**src/sv/alpm_pkg.sv**
```systemverilog
// types and constants of the acceleration limited planar mover
// no dependencies
package alpm_pkg;

  // configuration port
  localparam int unsigned CFG_IDX_W  = 1;
  localparam int unsigned CFG_DATA_W = 20;
  localparam logic [CFG_IDX_W-1:0] CFG_MAX_RATE  = 1'b0;
  localparam logic [CFG_IDX_W-1:0] CFG_MAX_ACCEL = 1'b1;

  localparam logic [17:0] RATE_RESET  = 18'd3277;
  localparam logic [19:0] ACCEL_RESET = 20'd13107;
  localparam logic [17:0] RATE_FLOOR  = 18'd328;
  localparam logic [19:0] ACCEL_FLOOR = 20'd656;
  localparam logic [32:0] SNAP_DIST   = 33'd7;

  // iteration counts of the serial units
  localparam int unsigned DIV_QW = 22;
  localparam logic [5:0] MUL_STEPS  = 6'd8;
  localparam logic [5:0] ROOT_STEPS = 6'd32;
  localparam logic [5:0] DIV_STEPS  = 6'(DIV_QW);

  typedef enum logic [4:0] {
    ST_IDLE,
    ST_HYP_A,
    ST_HYP_B,
    ST_HYP_ROOT,
    ST_ADT,
    ST_DECIDE,
    ST_MUL_2AD,
    ST_ROOT_VW,
    ST_MUL_WX,
    ST_DIV_WX,
    ST_MUL_WY,
    ST_DIV_WY,
    ST_ERR,
    ST_CHECK,
    ST_MUL_CX,
    ST_DIV_CX,
    ST_MUL_CY,
    ST_DIV_CY,
    ST_VEL,
    ST_POS_X,
    ST_POS_Y,
    ST_DONE
  } state_t;

  typedef enum logic [1:0] {
    UNIT_NONE,
    UNIT_MUL,
    UNIT_ROOT,
    UNIT_DIV
  } unit_t;

  typedef enum logic [1:0] {
    HP_DIST,
    HP_SPEED,
    HP_ERR
  } hphase_t;

endpackage

```
**src/sv/accel_limited_planar_mover_unit.sv**
```systemverilog
// Planar mover: each item carries a goal and a time step; the block moves its kept position
// and velocity toward the goal under speed and acceleration limits and returns one result
// item. One item is worked at a time through a sequencer that drives three shared serial
// units: a 4-bit-digit multiplier, a square root giving one root bit per cycle and a
// restoring divider giving one quotient bit per cycle. The input stalls until the result is
// registered and the next item can be taken in the cycle after that, while a finished result
// may still wait at the output register. Depends on alpm_pkg.
module accel_limited_planar_mover_unit (
  input  logic                                clk,
  input  logic                                rst,
  input  logic                                cfg_write,
  input  logic [alpm_pkg::CFG_IDX_W-1:0]      cfg_index,
  input  logic [alpm_pkg::CFG_DATA_W-1:0]     cfg_data,
  input  logic                                in_valid,
  output logic                                in_stall,
  input  logic signed [31:0]                  goal_x,
  input  logic signed [31:0]                  goal_y,
  input  logic [15:0]                         step_time,
  output logic                                out_valid,
  input  logic                                out_stall,
  output logic signed [31:0]                  pos_x_out,
  output logic signed [31:0]                  pos_y_out,
  output logic signed [31:0]                  vel_x_out,
  output logic signed [31:0]                  vel_y_out,
  output logic                                arrived
);

  alpm_pkg::state_t  state, state_next;
  alpm_pkg::unit_t   unit;
  alpm_pkg::hphase_t hphase;

  // configuration and kept state
  logic [17:0] max_rate;
  logic [19:0] max_accel;
  logic signed [31:0] pos_x, pos_y, vel_x, vel_y;

  // sequencer control
  logic       launched;
  logic [5:0] cnt;
  logic [5:0] unit_steps;
  logic       unit_done;
  logic       in_accept, commit;

  // item registers
  logic signed [31:0] gx, gy;
  logic [15:0] dt;
  logic [17:0] rate;
  logic [19:0] accel;
  logic        dx_neg, dy_neg;
  logic [31:0] mag_dx, mag_dy;
  logic [31:0] hu, hv;
  logic [32:0] dist_len, speed, err;
  logic [19:0] adt;
  logic [17:0] vw;
  logic signed [22:0] wx, wy;
  logic [33:0] ex_x, ex_y;
  logic [31:0] nvx, nvy, npx, npy;
  logic        snap;

  // serial units
  logic [63:0] ma, acc;
  logic [31:0] mb;
  logic [63:0] sx;
  logic [34:0] srem;
  logic [31:0] sroot;
  logic [34:0] drem;
  logic [alpm_pkg::DIV_QW-1:0] dnum, dq;
  logic [32:0] dden;

  // operand selection
  logic [63:0] op_a;
  logic [31:0] op_b;
  logic [32:0] op_den;

  logic        hyp_shift;
  logic [31:0] hyp_u, hyp_v;
  logic [32:0] hyp_res;
  logic [32:0] diff_x, diff_y;
  logic [33:0] ex_calc_x, ex_calc_y;
  logic [34:0] sq_shift, sq_trial;
  logic [34:0] dv_t;
  logic        snap_cond;
  logic [22:0] q_ext;

  function automatic logic [31:0] mag33(input logic [32:0] v);
    logic [32:0] n;
    n = -v;
    return v[32] ? n[31:0] : v[31:0];
  endfunction

  function automatic logic [31:0] mag34(input logic [33:0] v);
    logic [33:0] n;
    n = -v;
    return v[33] ? n[31:0] : v[31:0];
  endfunction

  function automatic logic [31:0] sat35(input logic signed [34:0] v);
    if (v > 35'sd2147483647) begin
      return 32'h7fff_ffff;
    end else if (v < -35'sd2147483648) begin
      return 32'h8000_0000;
    end else begin
      return v[31:0];
    end
  endfunction

  // pos + floor(vel * dt / 2^16), prod is |vel| * dt
  function automatic logic [31:0] pos_advance(input logic [31:0] p, input logic neg,
                                              input logic [47:0] prod);
    logic [48:0] rnd;
    logic [32:0] up;
    logic signed [34:0] delta;
    logic signed [34:0] sum;
    rnd   = {1'b0, prod} + 49'd65535;
    up    = neg ? rnd[48:16] : {1'b0, prod[47:16]};
    delta = neg ? -$signed({2'b00, up}) : $signed({2'b00, up});
    sum   = $signed({{3{p[31]}}, p}) + delta;
    return sat35(sum);
  endfunction

  assign in_stall  = (state != alpm_pkg::ST_IDLE);
  assign in_accept = in_valid && !in_stall;
  assign commit    = (state == alpm_pkg::ST_DONE) && (!out_valid || !out_stall);
  assign unit_done = launched && (cnt == 6'd0);

  assign diff_x    = {goal_x[31], goal_x} - {pos_x[31], pos_x};
  assign diff_y    = {goal_y[31], goal_y} - {pos_y[31], pos_y};
  assign hyp_shift = hu[31] | hv[31];
  assign hyp_u     = hyp_shift ? {1'b0, hu[31:1]} : hu;
  assign hyp_v     = hyp_shift ? {1'b0, hv[31:1]} : hv;
  assign hyp_res   = hyp_shift ? {sroot, 1'b0} : {1'b0, sroot};
  assign ex_calc_x = {{11{wx[22]}}, wx} - {{2{vel_x[31]}}, vel_x};
  assign ex_calc_y = {{11{wy[22]}}, wy} - {{2{vel_y[31]}}, vel_y};
  assign sq_shift  = {srem[32:0], sx[63:62]};
  assign sq_trial  = {1'b0, sroot, 2'b01};
  assign dv_t      = {drem[33:0], dnum[alpm_pkg::DIV_QW-1]};
  assign snap_cond = (dist_len < alpm_pkg::SNAP_DIST) && (speed < {12'b0, adt, 1'b0});
  assign q_ext     = {1'b0, dq};

  // next state, unit selection and operands
  always_comb begin
    state_next = state;
    unit       = alpm_pkg::UNIT_NONE;
    op_a       = '0;
    op_b       = '0;
    op_den     = dist_len;
    unique case (state)
      alpm_pkg::ST_IDLE: begin
        if (in_valid) state_next = alpm_pkg::ST_HYP_A;
      end
      alpm_pkg::ST_HYP_A: begin
        unit = alpm_pkg::UNIT_MUL;
        op_a = {32'b0, hyp_u};
        op_b = hyp_u;
        if (unit_done) state_next = alpm_pkg::ST_HYP_B;
      end
      alpm_pkg::ST_HYP_B: begin
        unit = alpm_pkg::UNIT_MUL;
        op_a = {32'b0, hyp_v};
        op_b = hyp_v;
        if (unit_done) state_next = alpm_pkg::ST_HYP_ROOT;
      end
      alpm_pkg::ST_HYP_ROOT: begin
        unit = alpm_pkg::UNIT_ROOT;
        if (unit_done) begin
          unique case (hphase)
            alpm_pkg::HP_DIST:  state_next = alpm_pkg::ST_HYP_A;
            alpm_pkg::HP_SPEED: state_next = alpm_pkg::ST_ADT;
            alpm_pkg::HP_ERR:   state_next = alpm_pkg::ST_CHECK;
            default:            state_next = alpm_pkg::ST_IDLE;
          endcase
        end
      end
      alpm_pkg::ST_ADT: begin
        unit = alpm_pkg::UNIT_MUL;
        op_a = {44'b0, accel};
        op_b = {16'b0, dt};
        if (unit_done) state_next = alpm_pkg::ST_DECIDE;
      end
      alpm_pkg::ST_DECIDE: begin
        if (snap_cond) state_next = alpm_pkg::ST_DONE;
        else if (dist_len == 33'd0) state_next = alpm_pkg::ST_ERR;
        else state_next = alpm_pkg::ST_MUL_2AD;
      end
      alpm_pkg::ST_MUL_2AD: begin
        unit = alpm_pkg::UNIT_MUL;
        op_a = {31'b0, dist_len};
        op_b = {11'b0, accel, 1'b0};
        if (unit_done) state_next = alpm_pkg::ST_ROOT_VW;
      end
      alpm_pkg::ST_ROOT_VW: begin
        unit = alpm_pkg::UNIT_ROOT;
        if (unit_done) state_next = alpm_pkg::ST_MUL_WX;
      end
      alpm_pkg::ST_MUL_WX: begin
        unit = alpm_pkg::UNIT_MUL;
        op_a = {32'b0, mag_dx};
        op_b = {14'b0, vw};
        if (unit_done) state_next = alpm_pkg::ST_DIV_WX;
      end
      alpm_pkg::ST_DIV_WX: begin
        unit = alpm_pkg::UNIT_DIV;
        if (unit_done) state_next = alpm_pkg::ST_MUL_WY;
      end
      alpm_pkg::ST_MUL_WY: begin
        unit = alpm_pkg::UNIT_MUL;
        op_a = {32'b0, mag_dy};
        op_b = {14'b0, vw};
        if (unit_done) state_next = alpm_pkg::ST_DIV_WY;
      end
      alpm_pkg::ST_DIV_WY: begin
        unit = alpm_pkg::UNIT_DIV;
        if (unit_done) state_next = alpm_pkg::ST_ERR;
      end
      alpm_pkg::ST_ERR: begin
        state_next = alpm_pkg::ST_HYP_A;
      end
      alpm_pkg::ST_CHECK: begin
        if (err > {13'b0, adt}) state_next = alpm_pkg::ST_MUL_CX;
        else state_next = alpm_pkg::ST_VEL;
      end
      alpm_pkg::ST_MUL_CX: begin
        unit = alpm_pkg::UNIT_MUL;
        op_a = {32'b0, mag34(ex_x)};
        op_b = {12'b0, adt};
        if (unit_done) state_next = alpm_pkg::ST_DIV_CX;
      end
      alpm_pkg::ST_DIV_CX: begin
        unit   = alpm_pkg::UNIT_DIV;
        op_den = err;
        if (unit_done) state_next = alpm_pkg::ST_MUL_CY;
      end
      alpm_pkg::ST_MUL_CY: begin
        unit = alpm_pkg::UNIT_MUL;
        op_a = {32'b0, mag34(ex_y)};
        op_b = {12'b0, adt};
        if (unit_done) state_next = alpm_pkg::ST_DIV_CY;
      end
      alpm_pkg::ST_DIV_CY: begin
        unit   = alpm_pkg::UNIT_DIV;
        op_den = err;
        if (unit_done) state_next = alpm_pkg::ST_VEL;
      end
      alpm_pkg::ST_VEL: begin
        state_next = alpm_pkg::ST_POS_X;
      end
      alpm_pkg::ST_POS_X: begin
        unit = alpm_pkg::UNIT_MUL;
        op_a = {32'b0, mag33({nvx[31], nvx})};
        op_b = {16'b0, dt};
        if (unit_done) state_next = alpm_pkg::ST_POS_Y;
      end
      alpm_pkg::ST_POS_Y: begin
        unit = alpm_pkg::UNIT_MUL;
        op_a = {32'b0, mag33({nvy[31], nvy})};
        op_b = {16'b0, dt};
        if (unit_done) state_next = alpm_pkg::ST_DONE;
      end
      alpm_pkg::ST_DONE: begin
        if (!out_valid || !out_stall) state_next = alpm_pkg::ST_IDLE;
      end
      default: state_next = alpm_pkg::ST_IDLE;
    endcase
  end

  always_comb begin
    unique case (unit)
      alpm_pkg::UNIT_MUL:  unit_steps = alpm_pkg::MUL_STEPS;
      alpm_pkg::UNIT_ROOT: unit_steps = alpm_pkg::ROOT_STEPS;
      alpm_pkg::UNIT_DIV:  unit_steps = alpm_pkg::DIV_STEPS;
      default:             unit_steps = 6'd0;
    endcase
  end

  always_ff @(posedge clk) begin
    if (rst) begin
      state <= alpm_pkg::ST_IDLE;
    end else begin
      state <= state_next;
    end
  end

  // control, configuration and kept state
  always_ff @(posedge clk) begin
    if (rst) begin
      launched  <= 1'b0;
      cnt       <= 6'd0;
      out_valid <= 1'b0;
      max_rate  <= alpm_pkg::RATE_RESET;
      max_accel <= alpm_pkg::ACCEL_RESET;
      pos_x     <= '0;
      pos_y     <= '0;
      vel_x     <= '0;
      vel_y     <= '0;
    end else begin
      if (cfg_write) begin
        unique case (cfg_index)
          alpm_pkg::CFG_MAX_RATE:  max_rate  <= cfg_data[17:0];
          alpm_pkg::CFG_MAX_ACCEL: max_accel <= cfg_data;
          default: ;
        endcase
      end
      if (unit != alpm_pkg::UNIT_NONE) begin
        if (!launched) begin
          launched <= 1'b1;
          cnt      <= unit_steps;
        end else if (cnt != 6'd0) begin
          cnt <= cnt - 6'd1;
        end else begin
          launched <= 1'b0;
        end
      end
      if (out_valid && !out_stall) out_valid <= 1'b0;
      if (commit) begin
        out_valid <= 1'b1;
        if (snap) begin
          pos_x <= gx;
          pos_y <= gy;
          vel_x <= '0;
          vel_y <= '0;
        end else begin
          pos_x <= npx;
          pos_y <= npy;
          vel_x <= nvx;
          vel_y <= nvy;
        end
      end
    end
  end

  // datapath and serial units
  always_ff @(posedge clk) begin
    if (in_accept) begin
      gx     <= goal_x;
      gy     <= goal_y;
      dt     <= step_time;
      rate   <= (max_rate < alpm_pkg::RATE_FLOOR) ? alpm_pkg::RATE_FLOOR : max_rate;
      accel  <= (max_accel < alpm_pkg::ACCEL_FLOOR) ? alpm_pkg::ACCEL_FLOOR : max_accel;
      dx_neg <= diff_x[32];
      dy_neg <= diff_y[32];
      mag_dx <= mag33(diff_x);
      mag_dy <= mag33(diff_y);
      hu     <= mag33(diff_x);
      hv     <= mag33(diff_y);
      hphase <= alpm_pkg::HP_DIST;
      snap   <= 1'b0;
    end

    case (unit)
      alpm_pkg::UNIT_MUL: begin
        if (!launched) begin
          ma <= op_a;
          mb <= op_b;
          // second square adds onto the first
          if (state != alpm_pkg::ST_HYP_B) acc <= '0;
        end else if (cnt != 6'd0) begin
          acc <= acc + ma * {60'b0, mb[3:0]};
          ma  <= {ma[59:0], 4'b0};
          mb  <= {4'b0, mb[31:4]};
        end
      end
      alpm_pkg::UNIT_ROOT: begin
        if (!launched) begin
          sx    <= acc;
          srem  <= '0;
          sroot <= '0;
        end else if (cnt != 6'd0) begin
          sx <= {sx[61:0], 2'b00};
          if (sq_shift >= sq_trial) begin
            srem  <= sq_shift - sq_trial;
            sroot <= {sroot[30:0], 1'b1};
          end else begin
            srem  <= sq_shift;
            sroot <= {sroot[30:0], 1'b0};
          end
        end
      end
      alpm_pkg::UNIT_DIV: begin
        if (!launched) begin
          // numerator is below den * 2^22, so its high part starts below den
          drem <= acc[alpm_pkg::DIV_QW+34:alpm_pkg::DIV_QW];
          dnum <= acc[alpm_pkg::DIV_QW-1:0];
          dq   <= '0;
          dden <= op_den;
        end else if (cnt != 6'd0) begin
          dnum <= {dnum[alpm_pkg::DIV_QW-2:0], 1'b0};
          if (dv_t >= {2'b00, dden}) begin
            drem <= dv_t - {2'b00, dden};
            dq   <= {dq[alpm_pkg::DIV_QW-2:0], 1'b1};
          end else begin
            drem <= dv_t;
            dq   <= {dq[alpm_pkg::DIV_QW-2:0], 1'b0};
          end
        end
      end
      default: ;
    endcase

    if (unit_done) begin
      case (state)
        alpm_pkg::ST_HYP_ROOT: begin
          case (hphase)
            alpm_pkg::HP_DIST: begin
              dist_len <= hyp_res;
              hu       <= mag33({vel_x[31], vel_x});
              hv       <= mag33({vel_y[31], vel_y});
              hphase   <= alpm_pkg::HP_SPEED;
            end
            alpm_pkg::HP_SPEED: speed <= hyp_res;
            default:            err   <= hyp_res;
          endcase
        end
        alpm_pkg::ST_ADT:     adt <= acc[35:16];
        alpm_pkg::ST_ROOT_VW: vw  <= (sroot > {14'b0, rate}) ? rate : sroot[17:0];
        alpm_pkg::ST_DIV_WX:  wx  <= dx_neg ? -$signed(q_ext) : $signed(q_ext);
        alpm_pkg::ST_DIV_WY:  wy  <= dy_neg ? -$signed(q_ext) : $signed(q_ext);
        alpm_pkg::ST_DIV_CX:  ex_x <= ex_x[33] ? -{12'b0, dq} : {12'b0, dq};
        alpm_pkg::ST_DIV_CY:  ex_y <= ex_y[33] ? -{12'b0, dq} : {12'b0, dq};
        alpm_pkg::ST_POS_X:   npx <= pos_advance(pos_x, nvx[31], acc[47:0]);
        alpm_pkg::ST_POS_Y:   npy <= pos_advance(pos_y, nvy[31], acc[47:0]);
        default: ;
      endcase
    end

    case (state)
      alpm_pkg::ST_DECIDE: begin
        snap <= snap_cond;
        wx   <= '0;
        wy   <= '0;
      end
      alpm_pkg::ST_ERR: begin
        ex_x   <= ex_calc_x;
        ex_y   <= ex_calc_y;
        hu     <= mag34(ex_calc_x);
        hv     <= mag34(ex_calc_y);
        hphase <= alpm_pkg::HP_ERR;
      end
      alpm_pkg::ST_VEL: begin
        nvx <= sat35($signed({ex_x[33], ex_x}) + $signed({{3{vel_x[31]}}, vel_x}));
        nvy <= sat35($signed({ex_y[33], ex_y}) + $signed({{3{vel_y[31]}}, vel_y}));
      end
      default: ;
    endcase

    if (commit) begin
      arrived <= snap;
      if (snap) begin
        pos_x_out <= gx;
        pos_y_out <= gy;
        vel_x_out <= '0;
        vel_y_out <= '0;
      end else begin
        pos_x_out <= npx;
        pos_y_out <= npy;
        vel_x_out <= nvx;
        vel_y_out <= nvy;
      end
    end
  end

endmodule

```
**config.mk**
```make
export PLATFORM = sky130hd
export DESIGN_NAME = accel_limited_planar_mover_unit
export DESIGN_NICKNAME = d
export VERILOG_FILES = /design/src/sv/alpm_pkg.sv /design/src/sv/accel_limited_planar_mover_unit.sv
export SDC_FILE = /design/constraint.sdc
export NUM_CORES = 2
export LEC_CHECK = 0
export ABC_AREA = 1
export BUFFER_PORTS_ARGS = -buffer_cell sky130_fd_sc_hd__buf_2
export CAP_MARGIN = 20
export CORE_MARGIN = 5
export CORE_UTILIZATION = 45
export CTS_CLUSTER_DIAMETER = 120
export CTS_CLUSTER_SIZE = 16
export DETAILED_ROUTE_END_ITERATION = 6
export SYNTH_ARGS = -nofsm -noshare
export SYNTH_HDL_FRONTEND = slang
export SYNTH_SLANG_ARGS = --single-unit
```
**constraint.sdc**
```tcl
create_clock -name clk -period 10.7 [get_ports clk]
set_clock_uncertainty 0.2 [all_clocks]
set_input_delay 1.07 -clock clk [delete_from_list [all_inputs] [get_ports clk]]
set_output_delay 1.07 -clock clk [all_outputs]
set_load 0.005 [all_outputs]
```
==> results.toml <==
[sta]
period_share_pct = 62.22
drv_slew = 0
hold_viol_final = 0
setup_tns_ns = 0
setup_viol = 0
rsz0062_at_grt = "false"
worst_pin_slew_ns = 1.392
period_minus_slack_ns = 6.657
fin_ws_ns = 4.043
relSlewSlack_pct = 7.189
fmax_mhz = 150.2

[drt]
drtIter0Drc = 11900
postRouteAntennaNets = 0
drt-pass1-iter-count = 7
wl_per_cell_um = 26.27
wl_um = 435400
drc_errors = 0
vias_per_cell = 5.804
via_count = 96210

[setup_path]
cp-start-kind = "register"
cp_slowest_cell = "edfxtp_1"
crit_path_max_incr_delay_ns = 0.56
crit_top_cell = "nand2_1"
cp.required_ns = 11.02
reg2reg_depth = 35
cp_max_fo = 31
cp-end-kind = "register"
setup.worst_path.class = "reg2reg"
arrival_ns = 6.98

[placement]
io_buffers = 236
dp.final_hpwl_um = 352000
pre_cts_ws_ns = 4.201
gp_congestion = 1.085

[floorplan]
core_um2 = 219500
die-width_um = 479.4
pin_count = 237
dieHeight_um = 479.4
die_area_um2 = 229900
num_rows = 172
initial_core_util_pct = 45.18

[logic_synthesis]
synth_area_um2 = 99170
synth_edf_count = 1046
syn_nets = 14370
synth_ff_type = "edfxtp_1"
ys_seq_elements = 1337
netlist_top_cells_area = "edfxtp_1 (32%), nand2_1 (15%), inv_1 (6.9%), ha_1 (6.0%), dfxtp_1 (5.9%)"
synth_cell_types = 73
synthCells = 13600
yosys.area.top_type_share_pct = 31.67
ys_seq_area_share_pct = 37.55
synth_warnings = 0
synthArstFlopShare_pct = 0
synth.avg_cell_area_um2 = 7.294
synthTopCellsByCount = "nand2_1 (3883), inv_1 (1834), nor2_1 (1246)"
synthMostInstantiatedCell = "nand2_1"
synth_area_leader_cell = "edfxtp_1"

[clocking]
cts_tree = "done"
clk_path_buf_depth = 3
clock_latency_ns = 0.83
clock-sinks = 1337
cts_buffers = 96
cts_setup_buffers = 0
cts.clk_slew.worst_paths_ns = 0.08
cts_root_buf = "clkbuf_16"
cts_resized = 0
cts_hold_buf = 0
h-tree-depth = 3

[outcome]
status = "finished clean"

[final_layout]
multi_input_area_um2 = 53340
syn_to_final_growth_pct = 7.196
fin_util_pct = 48.43
nets = 14390
drive_gt1_share_pct = 4.753
seq_area_um2 = 37240
fill_cells = 22290

[grt]
grt_pass1_wl_um = 618800
grt_pass1_vias = 89760
grt_max_degree = 180
globalRouteTotalUtil_pct = 36.56
grt_overflow = 0
antenna_found_initial = 19

[pwr]
p_seq_share_pct = 26.9
switching_share_pct = 52.62
p_clk_share_pct = 13.2
p_int_w = 0.01374
p_sw_w = 0.01526
p_leak_nw = 49.06
ir_worst_vdd_v = 0.0003048
combinationalPowerShare_pct = 59.9
power_density_nw_per_um2 = 272.8

[worst_hold_path]
min_path_type = "in2reg"
holdPathStages = 1

[run]
cap_violations = 0
-- cells in the final DEF (no fill, tap or decap), drive strengths merged, types with 291 or more instances in the layout --
master  count
nand2    3938
nor2     1276
inv      1847
o21ai    1103
a21oi    1043
buf       351
dfxtp     291
edfxtp   1046
ha        475
nand3     612
-- kinds of logic (layout without fill, tap and decap cells) --
kind of cell | after synthesis | count (layout) | share of synthesized area (%)
and+or+nand+nor | 6341 | 6341 | 26.28
AOI/OAI and AO/OA | 2642 | 2642 | 14.65
buffers and inverters | 2288 | 2389 | 8.816
DFF | 1337 | 1337 | 37.55
adders and majority gates | 666 | 666 | 9.849
xor gates and xnor gates | 310 | 310 | 2.753
muxes | 10 | 10 | 0.1022
other | 1 | 9 | 0.003782
-- layer usage --
metal / part of all wire [%] / vias up / global-route usage, %
met5: 0.017 / - / 0
met2: 43 / 4805 / 56.25
met3: 8.6 / 896 / 6.114
met1: 41 / 45540 / 48.48
met4: 7.4 / 10 / 21.87
li1: - / 44960 / -
-- flip-flops by register name, summed over array words and instances (netlist names), 33 cells and up --
name      count
err          33
ma           64
ex_x         34
acc          64
srem         33
ex_y         34
drem         34
dden         33
sx           64
dist_len     33
-- metrics by stage --
stage	instances	cell area, µm²	hold slack [ns]	power, W
2_1_floorplan	13600	99170	0.2292	0.01900
5_1_grt	16570	106300	0.2033	0.03112
4_1_cts	16560	106200	0.1800	0.02869
3_5_place_dp	16380	103200	0.2161	0.02479
3_3_place_gp	16380	103200	0.2225	0.02469
6_report	16580	106300	0.2244	0.02900
-- critical path: cells and delay by family, from the launching register on --
family	cells	cell delay [ns]
buffers and inverters	7	0.64
adders and majority gates	2	0.47
and+or+nand+nor	21	2.68
xor gates and xnor gates	1	0.08
DFF	1	0.56
AOI/OAI and AO/OA	4	1.73
-- power groups by stage --
stage / logic (W) / clock network (W) / registers, W
6_report: 0.0174 / 0.00383 / 0.00779
5_1_grt: 0.0192 / 0.00407 / 0.00782
4_1_cts: 0.0171 / 0.00388 / 0.00775
3_5_place_dp: 0.0169 / 0 / 0.00786
3_3_place_gp: 0.0168 / 0 / 0.00785
2_1_floorplan: 0.0116 / 0 / 0.00741
-- layout make-up --
cell class / count / area share (%)
Clock inverter: 12 / 0.2354
Timing Repair Buffer: 352 / 2.021
Tap cell: 2871 / 3.379
Multi-Input combinational cell: 9970 / 50.18
Inverter: 1857 / 6.570
Sequential cell: 1337 / 35.03
Clock buffer: 168 / 2.565
Antenna cell: 8 / 0.01883
-- path summary, 6_finish.rpt --
path | end | slack (ns) | from
worst max-delay path | npx[10] | 4.04 | acc[15]
worst min register to register | accel[12] | 0.23 | max_accel[12]
worst min-delay path | dt[13] | 0.22 | step_time[13]
worst max register to register | npx[10] | 4.04 | acc[15]
Power figures use the tool's default switching activity.
